<file path="src/design/dfp_pkg.sv">
`default_nettype none
// ----------------------------------------------------------------------------
// dfp_pkg
// Shared types, phase codes and delimiter helpers for the frame parser.
// ----------------------------------------------------------------------------
package dfp_pkg;

  localparam int unsigned PhaseW = 4;
  localparam int unsigned NumW   = 32;

  localparam logic [PhaseW-1:0] PH_START   = 4'd0;
  localparam logic [PhaseW-1:0] PH_TYPE    = 4'd1;
  localparam logic [PhaseW-1:0] PH_KEY     = 4'd2;
  localparam logic [PhaseW-1:0] PH_MODULE  = 4'd3;
  localparam logic [PhaseW-1:0] PH_METHOD  = 4'd4;
  localparam logic [PhaseW-1:0] PH_SENDER  = 4'd5;
  localparam logic [PhaseW-1:0] PH_MSGTYPE = 4'd6;
  localparam logic [PhaseW-1:0] PH_SIZE    = 4'd7;
  localparam logic [PhaseW-1:0] PH_PAYLOAD = 4'd8;

  localparam logic [7:0] MARK_HASH = 8'h23;
  localparam logic [7:0] MARK_BANG = 8'h21;
  localparam logic [7:0] MARK_BAR  = 8'h7C;

  typedef struct packed {
    logic [NumW-1:0] value;
    logic            digits_only;
  } acc_t;

  function automatic logic [7:0] close_mark(input logic [PhaseW-1:0] ph);
    logic [7:0] m;
    case (ph)
      PH_TYPE:                                m = MARK_BANG;
      PH_KEY, PH_SENDER:                      m = MARK_HASH;
      PH_MODULE, PH_METHOD, PH_MSGTYPE, PH_SIZE: m = MARK_BAR;
      default:                                m = 8'h00;
    endcase
    return m;
  endfunction

  function automatic logic is_numeric(input logic [PhaseW-1:0] ph);
    return (ph == PH_TYPE) || (ph == PH_MSGTYPE) || (ph == PH_SIZE);
  endfunction

endpackage
`default_nettype wire

</file>
<file path="src/design/dfp_digit_acc.sv">
`default_nettype none
// ----------------------------------------------------------------------------
// dfp_digit_acc
// Decimal accumulate step: value*10 + digit, saturating at 32 bits; the first
// non-digit freezes the value.
// ----------------------------------------------------------------------------
module dfp_digit_acc (
  input  dfp_pkg::acc_t acc_in,
  input  logic [7:0]    data_byte,
  output dfp_pkg::acc_t acc_out
);
  import dfp_pkg::*;

  localparam int unsigned ProdW = NumW + 4;

  logic             is_digit;
  logic [3:0]       digit;
  logic [ProdW-1:0] prod;

  assign is_digit = (data_byte >= 8'h30) && (data_byte <= 8'h39);
  assign digit    = data_byte[3:0];
  assign prod     = {1'b0, acc_in.value, 3'b000} + {3'b000, acc_in.value, 1'b0}
                  + {{(ProdW-4){1'b0}}, digit};

  always_comb begin
    acc_out = acc_in;
    if (acc_in.digits_only) begin
      if (!is_digit) begin
        acc_out.digits_only = 1'b0;
      end else if (prod[ProdW-1:NumW] != 4'd0) begin
        acc_out.value = {NumW{1'b1}};
      end else begin
        acc_out.value = prod[NumW-1:0];
      end
    end
  end

endmodule
`default_nettype wire

</file>
<file path="src/design/delimited_frame_parser.sv">
`default_nettype none
// ----------------------------------------------------------------------------
// delimited_frame_parser
// Byte-wide parser for '#'-framed text records; tags each byte with its field.
// ----------------------------------------------------------------------------
// Phase update and decimal step share one stage; the result is registered,
// valid in the cycle after accept. 1 byte per cycle while out_ready is high.
// The result register frees for a new byte in the cycle it is taken.
// Reset (rst_n low, synchronous): start phase, accumulator cleared, no result.
module delimited_frame_parser (
  input  logic        clk,
  input  logic        rst_n,
  input  logic        in_valid,
  output logic        in_ready,
  input  logic [7:0]  in_data_byte,
  output logic        out_valid,
  input  logic        out_ready,
  output logic [3:0]  out_field_code,
  output logic [7:0]  out_content_byte,
  output logic        out_is_content,
  output logic        out_field_end,
  output logic        out_frame_done,
  output logic        out_start_mismatch,
  output logic        out_number_valid,
  output logic [31:0] out_number_value
);
  import dfp_pkg::*;

  logic [PhaseW-1:0] phase_r, phase_nxt;
  acc_t              acc_r, acc_nxt, acc_step;
  logic [NumW-1:0]   size_r, size_nxt;
  logic [NumW-1:0]   count_r, count_nxt, count_inc;
  logic              out_valid_r, out_valid_nxt;
  logic              in_accept;

  logic [PhaseW-1:0] code_nxt;
  logic              content_nxt, fend_nxt, done_nxt, mism_nxt, nvalid_nxt;
  logic [NumW-1:0]   nval_nxt;

  logic [PhaseW-1:0] code_r;
  logic [7:0]        byte_r;
  logic              content_r, fend_r, done_r, mism_r, nvalid_r;
  logic [NumW-1:0]   nval_r;

  dfp_digit_acc u_acc (
    .acc_in   (acc_r),
    .data_byte(in_data_byte),
    .acc_out  (acc_step)
  );

  assign in_ready  = !out_valid_r || out_ready;
  assign in_accept = in_valid && in_ready;
  assign count_inc = count_r + 1'b1;

  always_comb begin
    phase_nxt   = phase_r;
    acc_nxt     = acc_r;
    size_nxt    = size_r;
    count_nxt   = count_r;
    code_nxt    = phase_r;
    content_nxt = 1'b0;
    fend_nxt    = 1'b0;
    done_nxt    = 1'b0;
    mism_nxt    = 1'b0;
    nvalid_nxt  = 1'b0;
    nval_nxt    = '0;
    unique case (phase_r) inside
      PH_PAYLOAD: begin
        content_nxt = 1'b1;
        count_nxt   = count_inc;
        if (count_inc == size_r) begin
          fend_nxt  = 1'b1;
          done_nxt  = 1'b1;
          count_nxt = '0;
          phase_nxt = PH_START;
        end
      end
      PH_TYPE, PH_KEY, PH_MODULE, PH_METHOD, PH_SENDER, PH_MSGTYPE, PH_SIZE: begin
        if (in_data_byte == close_mark(phase_r)) begin
          fend_nxt = 1'b1;
          if (is_numeric(phase_r)) begin
            nvalid_nxt = 1'b1;
            nval_nxt   = acc_r.value;
          end
          if (phase_r == PH_SIZE) begin
            size_nxt  = acc_r.value;
            count_nxt = '0;
            if (acc_r.value == '0) begin
              done_nxt  = 1'b1;
              phase_nxt = PH_START;
            end else begin
              phase_nxt = PH_PAYLOAD;
            end
          end else begin
            phase_nxt = phase_r + 1'b1;
          end
          acc_nxt.value       = '0;
          acc_nxt.digits_only = 1'b1;
        end else begin
          content_nxt = 1'b1;
          if (is_numeric(phase_r)) begin
            acc_nxt = acc_step;
          end
        end
      end
      default: begin
        code_nxt            = PH_START;
        mism_nxt            = (in_data_byte != MARK_HASH);
        acc_nxt.value       = '0;
        acc_nxt.digits_only = 1'b1;
        count_nxt           = '0;
        phase_nxt           = PH_TYPE;
      end
    endcase
  end

  assign out_valid_nxt = in_accept || (out_valid_r && !out_ready);

  always_ff @(posedge clk) begin
    if (!rst_n) begin
      phase_r             <= PH_START;
      acc_r.value         <= '0;
      acc_r.digits_only   <= 1'b1;
      size_r              <= '0;
      count_r             <= '0;
      out_valid_r         <= 1'b0;
    end else begin
      out_valid_r <= out_valid_nxt;
      if (in_accept) begin
        phase_r <= phase_nxt;
        acc_r   <= acc_nxt;
        size_r  <= size_nxt;
        count_r <= count_nxt;
      end
    end
  end

  always_ff @(posedge clk) begin
    if (in_accept) begin
      code_r    <= code_nxt;
      byte_r    <= in_data_byte;
      content_r <= content_nxt;
      fend_r    <= fend_nxt;
      done_r    <= done_nxt;
      mism_r    <= mism_nxt;
      nvalid_r  <= nvalid_nxt;
      nval_r    <= nval_nxt;
    end
  end

  assign out_valid          = out_valid_r;
  assign out_field_code     = code_r;
  assign out_content_byte   = byte_r;
  assign out_is_content     = content_r;
  assign out_field_end      = fend_r;
  assign out_frame_done     = done_r;
  assign out_start_mismatch = mism_r;
  assign out_number_valid   = nvalid_r;
  assign out_number_value   = nval_r;

  a_done_ends_field: assert property (@(posedge clk) disable iff (!rst_n)
    out_valid_r && done_r |-> fend_r)
    else $error("frame done without field end");

  a_number_on_close: assert property (@(posedge clk) disable iff (!rst_n)
    out_valid_r && nvalid_r |-> fend_r && !content_r)
    else $error("number reported outside a field close");

  a_mismatch_at_start: assert property (@(posedge clk) disable iff (!rst_n)
    out_valid_r && mism_r |-> code_r == PH_START)
    else $error("start mismatch outside start phase");

  a_payload_count_bound: assert property (@(posedge clk) disable iff (!rst_n)
    phase_r == PH_PAYLOAD |-> count_r < size_r)
    else $error("payload count reached size inside payload");

  a_start_after_done: assert property (@(posedge clk) disable iff (!rst_n)
    in_accept && done_nxt |=> phase_r == PH_START)
    else $error("phase not back at start after frame done");

endmodule
`default_nettype wire

</file>
<file path="config.mk">
export PLATFORM = sky130hd
export DESIGN_NAME = delimited_frame_parser
export DESIGN_NICKNAME = d
export VERILOG_FILES = /design/src/design/dfp_pkg.sv /design/src/design/dfp_digit_acc.sv /design/src/design/delimited_frame_parser.sv
export SDC_FILE = /design/constraint.sdc
export NUM_CORES = 1
export LEC_CHECK = 0
export ABC_AREA = 1
export BUFFER_PORTS_ARGS = -buffer_cell sky130_fd_sc_hd__buf_4
export CAP_MARGIN = 20
export CORE_UTILIZATION = 55
export CTS_BUF_LIST = sky130_fd_sc_hd__clkbuf_4 sky130_fd_sc_hd__clkbuf_8
export DETAILED_ROUTE_END_ITERATION = 10
export PLACE_DENSITY = 0.69
export SLEW_MARGIN = 20
export SYNTH_ARGS = -nofsm -noshare
export SYNTH_HDL_FRONTEND = slang
export SYNTH_SLANG_ARGS = --single-unit
</file>
<file path="constraint.sdc">
create_clock -name clk -period 4.9 [get_ports clk]
set_input_delay 0.98 -clock clk [delete_from_list [all_inputs] [get_ports clk]]
set_output_delay 0.98 -clock clk [all_outputs]
set_load 0.02 [all_outputs]
</file>
==> results.cfg, run 1 <==
[yosys]
syn_nets = 1546
synthDominantCellAreaShare_pct = 20.03
synth-main-ff-cell = dfxtp_1
synth_area_per_cell_um2 = 6.964
synth-edff-count = 49
synthCells = 1464
yosysMostFrequentCell = nand2_1
synth_largest_area_cell = dfxtp_1
yosysUniqueCellTypes = 48
synth.top_cells.by_count = nand2_1, nor2_1, inv_1
ys_ff_latch = 151
synthArstFlopShare_pct = 0
syn_area_mm2 = 0.01019
synth.area.top_cells = dfxtp_1, nand2_1, edfxtp_1, ha_1, nor2_1
yosysSeqAreaShare_pct = 34.46
yosys_warnings = 0

[sta]
worst_pin_slew_ns = 0.9802
hold_viol_final = 0
report.final.slew_viol_count = 0
slew_headroom_pct = 34.58
setup_violations = 0
fmax_ghz = 0.2681
worst_slack_ns = 1.170
grt_setup_unrepaired = no
skew_ns = 0.01013
post-route-period-util_pct = 76.13
tns_ns = 0
fin_crit_ns = 3.730

[power]
p_leak_nw = 5.035
p_clk_share_pct = 32.3
combPwrFrac_pct = 19.0
seqPwrFrac_pct = 48.7
ir_worst_vdd_v = 0.0001354
total_power_mw = 2.820
p_per_area_mw_per_mm2 = 252.4
switchingPower_mw = 0.9558
swShare_pct = 33.90
internal_power_mw = 1.864

[worst_setup_path]
end_kind = register
cp.arrival_ns = 4.10
critical_path_class = in2reg
cp_num_cells = 17
startpoint_type = primary input
critical_path.top_delay_family = adder cells
cp_max_fo = 32
cp-startpoint = in_data_byte[3]
r2r_start = acc_r[1]$_SDFFE_PN0P_
path_buf_inv = 3
rrSetupSlack_ns = 1.42
cp-endpoint = acc_r[26]$_SDFFE_PN0P_
cp_slowest_cell = fa_1
path_cells = buf_4 -> fa_1 -> inv_1 -> fa_1 -> o21ai_2 -> a21boi_0 -> o21ai_1 -> nand2_1 -> nand2_1 -> nand2_1 -> nand3_1 -> nand2_1 -> nor2_2 -> buf_4 -> nand3_1 -> nand2_1 -> nand2_1
reg2reg_depth = 16
cp_common_cell = nand2_1
required_ns = 5.27
reg2reg_to = acc_r[26]$_SDFFE_PN0P_
max_stage_delay_ns = 0.56

[clock_network]
cts.sinks = 151
cts_resized = 0
clkTransAtPathRegs_ns = 0.10
clkLatencyLatePin_ns = 0.47
clock-root-buffer = clkbuf_8
numCtsBuffers = 17
post_cts_buffers = 0
htree_levels = 4
cts_tree = built
cts_buffer_depth = 2
ctsHoldBuffers = 0

[global_route]
grt_max_degree = 65
antenna_found_initial = 0
track_usage_pct = 29.11
grt_pass1_wl_um = 44390
grt_pass1_vias = 8757
overflow = 0

[finish]
antenna_cells = 0
layout-drive-gt1-share_pct = 11.15
area_growth_pct = 9.573
instances_no_fill = 1754
fin_nets = 1594

[die]
dieHeight_um = 138.1
coreArea_mm2 = 0.01809
pin_count = 63
rows = 49
fp.dieW_um = 138.1
start_util_pct = 56.37
dieArea_mm2 = 0.01908

[routing]
wirelength_um = 27040
drtIter0Drc = 657
via_count = 9571
firstDrtPassIters = 5
drtAntennaViolNets = 0
avgViaCountPerCell = 5.457
post_drt_wl_per_cell_um = 15.41
route.detailed.drc = 0

[place]
gp_congestion = 0.9240
dp_hpwl_um = 21010
port_buffers = 62
placedCellCount = 1722
dpl_worst_slack_ns = 0.7153

[min_path]
min_path_type = reg2reg

[job]
maxCapViolations = 0

[status]
status = completed
-- registers in the layout (all words and copies together), names as in the netlist, 4 cells and up --
name	count
acc_r	33
count_r	32
out_number_value	32
size_r	32
out_content_byte	8
out_field_code	4
phase_r	4
-- through the flow --
stage / hold WS [ns] / utilization [%] / instance area (um^2)
2_1_floorplan: 0.4436 / - / 10190
3_3_place_gp: 0.4621 / 59.74 / 10800
3_5_place_dp: 0.4693 / 59.74 / 10800
4_1_cts: 0.4856 / 61.76 / 11170
5_1_grt: 0.5089 / 61.76 / 11170
6_report: 0.4842 / 61.76 / 11170
-- layout by cell type, fill, tap and decap left out, types with 7 or more instances in the layout --
master / count
nand2_1: 433
buf_4: 69
dfxtp_1: 102
xor2_1: 17
nand3_1: 104
edfxtp_1: 49
nand4_1: 32
ha_1: 68
nor3_1: 12
nand3b_1: 18
inv_2: 7
xnor2_1: 21
nor2_2: 9
nor2_1: 165
a21oi_1: 114
clkbuf_8: 17
o21ai_0: 58
nor2_4: 7
a21oi_2: 8
inv_1: 132
nand2_2: 19
-- metal layers --
layer	GRT usage, %	vias up	wire [um]
li1	-	4917	-
met1	39.26	4385	12710
met3	3.810	39	1110
met5	0	-	0
met4	9.521	0	581
met2	48.39	230	12630
-- logic make-up after synthesis --
logic type,synth area share [%]
simple gates,35.87
compound gates,10.49
buf+inv,7.167
flops,34.46
fa+ha+maj,8.738
xor+xnor,3.265
-- area by class of cell --
| type | instances | area [um^2] |
|---|---|---|
| fillers | 1745 | 6915 |
| multi-input cells | 1133 | 5958 |
| flip-flops and latches | 151 | 3513 |
| inverters | 140 | 528.0 |
| repair buffers | 69 | 518.0 |
| well taps | 229 | 286.5 |
| clock buffers | 17 | 234.0 |
| clock inverters | 15 | 132.6 |
-- worst min-delay path by stage --
stage | from | end | slack (ns) | cells past startpoint
2_1_floorplan | acc_r[0]$_SDFFE_PN1P_ | acc_r[0]$_SDFFE_PN1P_ | 0.44 | 2
3_3_place_gp | acc_r[0]$_SDFFE_PN1P_ | acc_r[0]$_SDFFE_PN1P_ | 0.46 | 2
3_5_place_dp | acc_r[0]$_SDFFE_PN1P_ | acc_r[0]$_SDFFE_PN1P_ | 0.47 | 2
4_1_cts | acc_r[0]$_SDFFE_PN1P_ | acc_r[0]$_SDFFE_PN1P_ | 0.49 | 2
5_1_grt | acc_r[0]$_SDFFE_PN1P_ | acc_r[0]$_SDFFE_PN1P_ | 0.51 | 2
6_report | acc_r[0]$_SDFFE_PN1P_ | acc_r[0]$_SDFFE_PN1P_ | 0.48 | 2
-- power by group through the flow --
stage	combinational, mW	sequential [mW]	clock, mW
detailed placement	0.531	1.40	0
floorplan	0.362	1.43	0
global route	0.587	1.38	0.978
global placement	0.526	1.40	0
CTS	0.533	1.37	0.928
finish	0.535	1.37	0.911
-- worst reg2reg max path, cell delays in order, from the launching register on --
cell      delay [ns]
dfxtp_1         0.40
fa_1            0.56
inv_1           0.07
fa_1            0.46
o21ai_2         0.24
a21boi_0        0.18
o21ai_1         0.36
nand2_1         0.10
nand2_1         0.11
nand2_1         0.07
nand3_1         0.07
nand2_1         0.06
nor2_2          0.09
buf_4           0.33
nand3_1         0.15
nand2_1         0.09
nand2_1         0.05
No activity file was read; power rests on OpenSTA's default activity.
==> run 2, diff against run 1 <==
clock period = 3.45 ns   (was 4.9 ns; I/O delays follow)
==> run 2 against run 1 <==
Utilization grew 0.95 points. Worst hold slack lost 0.054 ns. Register-to-register slack lost 1.1 ns. Die area is the same. Setup slack lost 0.81 ns. Sequential share of layout area shrank 0.48 points. Critical endpoint is now acc_r[21]$_SDFFE_PN0P_. Via count grew 0.62%. Combinational power grew 50%. Critical path depth shrank 1. Wire length grew 1.9%. Sequential cell count is the same. Cell count grew 0.86%.
==> results.cfg, run 2 (synthesized netlist as in run 1, its figures left out) <==
[sta]
post-route-period-util_pct = 89.51
worst_slack_ns = 0.3620
setup_violations = 0
whs_ns = 0.4305
fin_crit_ns = 3.088
slew_headroom_pct = 54.83
tns_ns = 0
worst_pin_slew_ns = 0.6775
fmax_ghz = 0.3238
skew_ns = 0.01083
report.final.slew_viol_count = 0
hold_viol_final = 0
grt_setup_unrepaired = no

[place]
gp_congestion = 0.9560
port_buffers = 62
place_area_mm2 = 0.01095
dp_hpwl_um = 21380
dpl_worst_slack_ns = -0.02923

[routing]
met3_length_um = 1120
drtIter0Drc = 688
avgViaCountPerCell = 5.444
route.detailed.drc = 0
dr.max_layer_used = met4
drtAntennaViolNets = 0
wl_met1_um = 12830
via_count = 9630
wl_met2_um = 13110
firstDrtPassIters = 6
post_drt_wl_per_cell_um = 15.57
wirelength_um = 27540

[finish]
final_cell_mix = nand2_1, nor2_1, inv_1
fin_nets = 1609
fill_cells = 1729
antenna_cells = 0
area_growth_pct = 11.25
top_register = acc_r
layout_commonest_cell = nand2_1
postLayoutCellArea_mm2 = 0.01134
layout-drive-gt1-share_pct = 11.95
largest_register_ffs = 33

[die]
dieArea_mm2 = 0.01908
rows = 49
dieHeight_um = 138.1
start_util_pct = 56.37
fp.dieW_um = 138.1
pin_count = 63
coreArea_mm2 = 0.01809

[clock_network]
clkTransAtPathRegs_ns = 0.10
cts_resized = 0
htree_levels = 4
ctsHoldBuffers = 0
numCtsBuffers = 17
clock-root-buffer = clkbuf_8
post_cts_buffers = 0
clkLatencyLatePin_ns = 0.46
cts.sinks = 151
cts_tree = built
cts_buffer_depth = 2

[worst_setup_path]
end_kind = register
cp.arrival_ns = 3.44
cp_max_fo = 32
path_buf_inv = 2
cp_common_cell = nand2_1
max_stage_delay_ns = 0.56
critical_path.top_delay_family = adder cells
required_ns = 3.81
critical_path_class = reg2reg
cp_slowest_cell = fa_1
startpoint_type = register
path_cells = fa_1 -> inv_1 -> fa_1 -> o21ai_2 -> a21boi_0 -> o21ai_1 -> nand2_1 -> nand2_1 -> nand2_1 -> nand3_1 -> nand2_1 -> nor2_2 -> buf_12 -> nand3_1 -> nand2_1 -> nand2_1

[power]
ir_worst_vdd_v = 0.0001783
p_per_area_mw_per_mm2 = 362.0
p_leak_nw = 5.130
total_power_mw = 4.106

[global_route]
overflow = 0
grt_pass1_vias = 8891
grt_pass1_wl_um = 44910
grt_max_degree = 65
track_usage_pct = 29.51
antenna_found_initial = 0

[job]
maxCapViolations = 0

[min_path]
min_path_type = in2reg

[status]
status = completed
## run 2: final cells by class
cell class,count,area [um^2],area share (%)
inverters,140,528.0,4.655
flip-flops and latches,151,3513,30.98
clock buffers,17,234.0,2.063
well taps,229,286.5,2.526
multi-input cells,1133,5958,52.53
clock inverters,15,153.9,1.357
repair buffers,84,668.1,5.891
## run 2: worst paths after layout
kind | from | endpoint | slack, ns | cells past startpoint
setup reg to reg | acc_r[1]$_SDFFE_PN0P_ | acc_r[21]$_SDFFE_PN0P_ | 0.36 | 16
hold / removal | in_data_byte[7] | out_content_byte[7]$_DFFE_PP_ | 0.43 | 1
setup / recovery | acc_r[1]$_SDFFE_PN0P_ | acc_r[21]$_SDFFE_PN0P_ | 0.36 | 16
hold reg to reg | acc_r[0]$_SDFFE_PN1P_ | acc_r[0]$_SDFFE_PN1P_ | 0.49 | 2
## run 2: report_power, final
group          switching [mW]  internal (mW)
Combinational           0.559          0.243
Clock                   0.758          0.597
Sequential             0.0467           1.90
Total                    1.36           2.74
## run 2: through the flow
step | instances | util, %
CTS | 1769 | 62.71
finish | 1769 | 62.71
detailed placement | 1737 | 60.57
floorplan | 1464 | -
global route | 1769 | 62.71
global placement | 1737 | 60.57
## run 2: layer usage
layer  GRT usage (%)  up-vias
met1           40.24     4426
met2           49.09      220
met3           3.602       35
met4           8.870        0
met5               0        -
li1                -     4949
==> run 3, diff against run 2 <==
REMOVE_ABC_BUFFERS = 1   (was unset)
==> run 3 against run 2 <==
Wire length down 1.2%. Clock skew up 0.0022 ns. Combinational power down 2%. Utilization grew 0.12 points. Die area did not move. Count of clock-buffer cells in the layout is the same. Total power grew 1.5%. Sequential cell count did not move. Global-route usage is essentially flat. Clock power increased by 6%. Setup slack improved by 0.034 ns. Largest cell class unchanged.
==> results.cfg, run 3 (synthesized netlist as in run 1, its figures left out) <==
[status]
status = completed

[worst_setup_path]
cp_common_cell = nand2_1
cp-endpoint = acc_r[19]$_SDFFE_PN0P_
startpoint_type = register
reg2reg_depth = 16
end_kind = register
r2r_start = acc_r[1]$_SDFFE_PN0P_
path_cells = fa_1 -> inv_1 -> fa_1 -> o21ai_2 -> a21boi_0 -> o21ai_1 -> nand2_1 -> nand2_1 -> nand2_1 -> nand3_1 -> nand2_1 -> nor2_2 -> buf_12 -> nand3_1 -> nand2_1 -> nand2_1
critical_path_class = reg2reg
path_buf_inv = 2
cp_num_cells = 16
cp_max_fo = 32
rrSetupSlack_ns = 0.40
reg2reg_to = acc_r[19]$_SDFFE_PN0P_
max_stage_delay_ns = 0.56
cp_slowest_cell = fa_1
cp-startpoint = acc_r[1]$_SDFFE_PN0P_
required_ns = 3.80
critical_path.top_delay_family = adder cells
cp.arrival_ns = 3.41

[sta]
fin_crit_ns = 3.054
worst_pin_slew_ns = 0.6667
grt_setup_unrepaired = no
skew_ns = 0.01302
hold_viol_final = 0
slew_headroom_pct = 55.50
report.final.slew_viol_count = 0
fmax_ghz = 0.3274
post-route-period-util_pct = 88.53
whs_ns = 0.4297
setup_violations = 0
worst_slack_ns = 0.3957

[die]
dieHeight_um = 138.1
fp.dieW_um = 138.1
coreArea_mm2 = 0.01809
rows = 49
pin_count = 63
dieArea_mm2 = 0.01908
start_util_pct = 56.37

[global_route]
track_usage_pct = 29.54
antenna_found_initial = 0
grt_max_degree = 65
overflow = 0
grt_pass1_wl_um = 45220
grt_pass1_vias = 9009

[finish]
layout-drive-gt1-share_pct = 12.07
top_register = acc_r
layout_commonest_cell = nand2_1
fin_util_pct = 62.83
largest_register_ffs = 33
area_growth_pct = 11.46
postLayoutCellArea_mm2 = 0.01136
fill_cells = 1786
multi_input_area_mm2 = 0.005958
final-seq-area_mm2 = 0.003513
antenna_cells = 0
fin_nets = 1610
final_cell_mix = nand2_1, nor2_1, inv_1

[routing]
drtIter0Drc = 580
route.detailed.drc = 0
via_count = 9631
post_drt_wl_per_cell_um = 15.37
avgViaCountPerCell = 5.441
firstDrtPassIters = 5
drtAntennaViolNets = 0
wirelength_um = 27210

[job]
maxCapViolations = 0

[clock_network]
cts_resized = 0
htree_levels = 4
numCtsBuffers = 17
clkLatencyLatePin_ns = 0.46
ctsHoldBuffers = 0
cts.sinks = 151
clock-root-buffer = clkbuf_8
cts_buffer_depth = 2
cts_tree = built
post_cts_buffers = 0
clkTransAtPathRegs_ns = 0.10

[place]
place_area_mm2 = 0.01095
dpl_worst_slack_ns = -0.004633
port_buffers = 62
gp_congestion = 0.9800
dp_hpwl_um = 21330

[min_path]
min_path_type = in2reg

[power]
p_leak_nw = 5.143
total_power_mw = 4.169
p_per_area_mw_per_mm2 = 366.8
ir_worst_vdd_v = 0.0002077
run 3: changes by cell type in the layout (fill, tap and decap cells not counted), sizes merged:
cell / before / now
buf: 84 / 85
bufinv: 1 / 2
clkinv: 3 / 2
run 3: cell type report:
cell class                 instances  share of cell area (%)
clock inverter                    15                   1.586
sequential                       151                   30.92
timing repair buffer              85                   5.836
clock buffer                      17                   2.059
inverter                         140                   4.647
multi-input combinational       1133                   52.43
tap                              229                   2.521
run 3: worst min-delay path by stage:
stage	slack (ns)	end	from	depth (start not counted)
3_5_place_dp	0.47	acc_r[0]$_SDFFE_PN1P_	acc_r[0]$_SDFFE_PN1P_	2
6_report	0.43	out_content_byte[7]$_DFFE_PP_	in_data_byte[7]	1
3_3_place_gp	0.46	acc_r[0]$_SDFFE_PN1P_	acc_r[0]$_SDFFE_PN1P_	2
2_1_floorplan	0.44	acc_r[0]$_SDFFE_PN1P_	acc_r[0]$_SDFFE_PN1P_	2
4_1_cts	0.41	out_content_byte[7]$_DFFE_PP_	in_data_byte[7]	1
5_1_grt	0.41	out_content_byte[7]$_DFFE_PP_	in_data_byte[7]	1
run 3: worst reg2reg max path, stage by stage (launching register included):
cell and delay [ns]:
dfxtp_1 0.40, fa_1 0.56, inv_1 0.07, fa_1 0.48, o21ai_2 0.19, a21boi_0 0.13
o21ai_1 0.19, nand2_1 0.07, nand2_1 0.08, nand2_1 0.07, nand3_1 0.07, nand2_1 0.06
nor2_2 0.15, buf_12 0.20, nand3_1 0.11, nand2_1 0.07, nand2_1 0.05
run 3: per-layer routing:
metal	part of all wire [%]	track usage, %	routed length [um]	vias to the layer above
met5	0	0	0	-
met4	2.4	9.521	643	0
met3	4.0	3.429	1078	40
met2	46	48.09	12450	210
met1	48	41.04	13030	4424
li1	-	-	-	4957
run 3: metrics by stage:
step / std cells / TNS [ns]
3_3_place_gp: 1738 / 0
3_5_place_dp: 1738 / -0.005863
4_1_cts: 1770 / 0
6_report: 1770 / 0
5_1_grt: 1770 / 0
2_1_floorplan: 1424 / -13.25
run 3: power breakdown:
part           internal (mW)  leakage, nW  switching [mW]
Clock                  0.675        0.207           0.760
Sequential              1.90         1.31          0.0465
Combinational          0.238         3.62           0.548
Total                   2.81         5.14            1.35
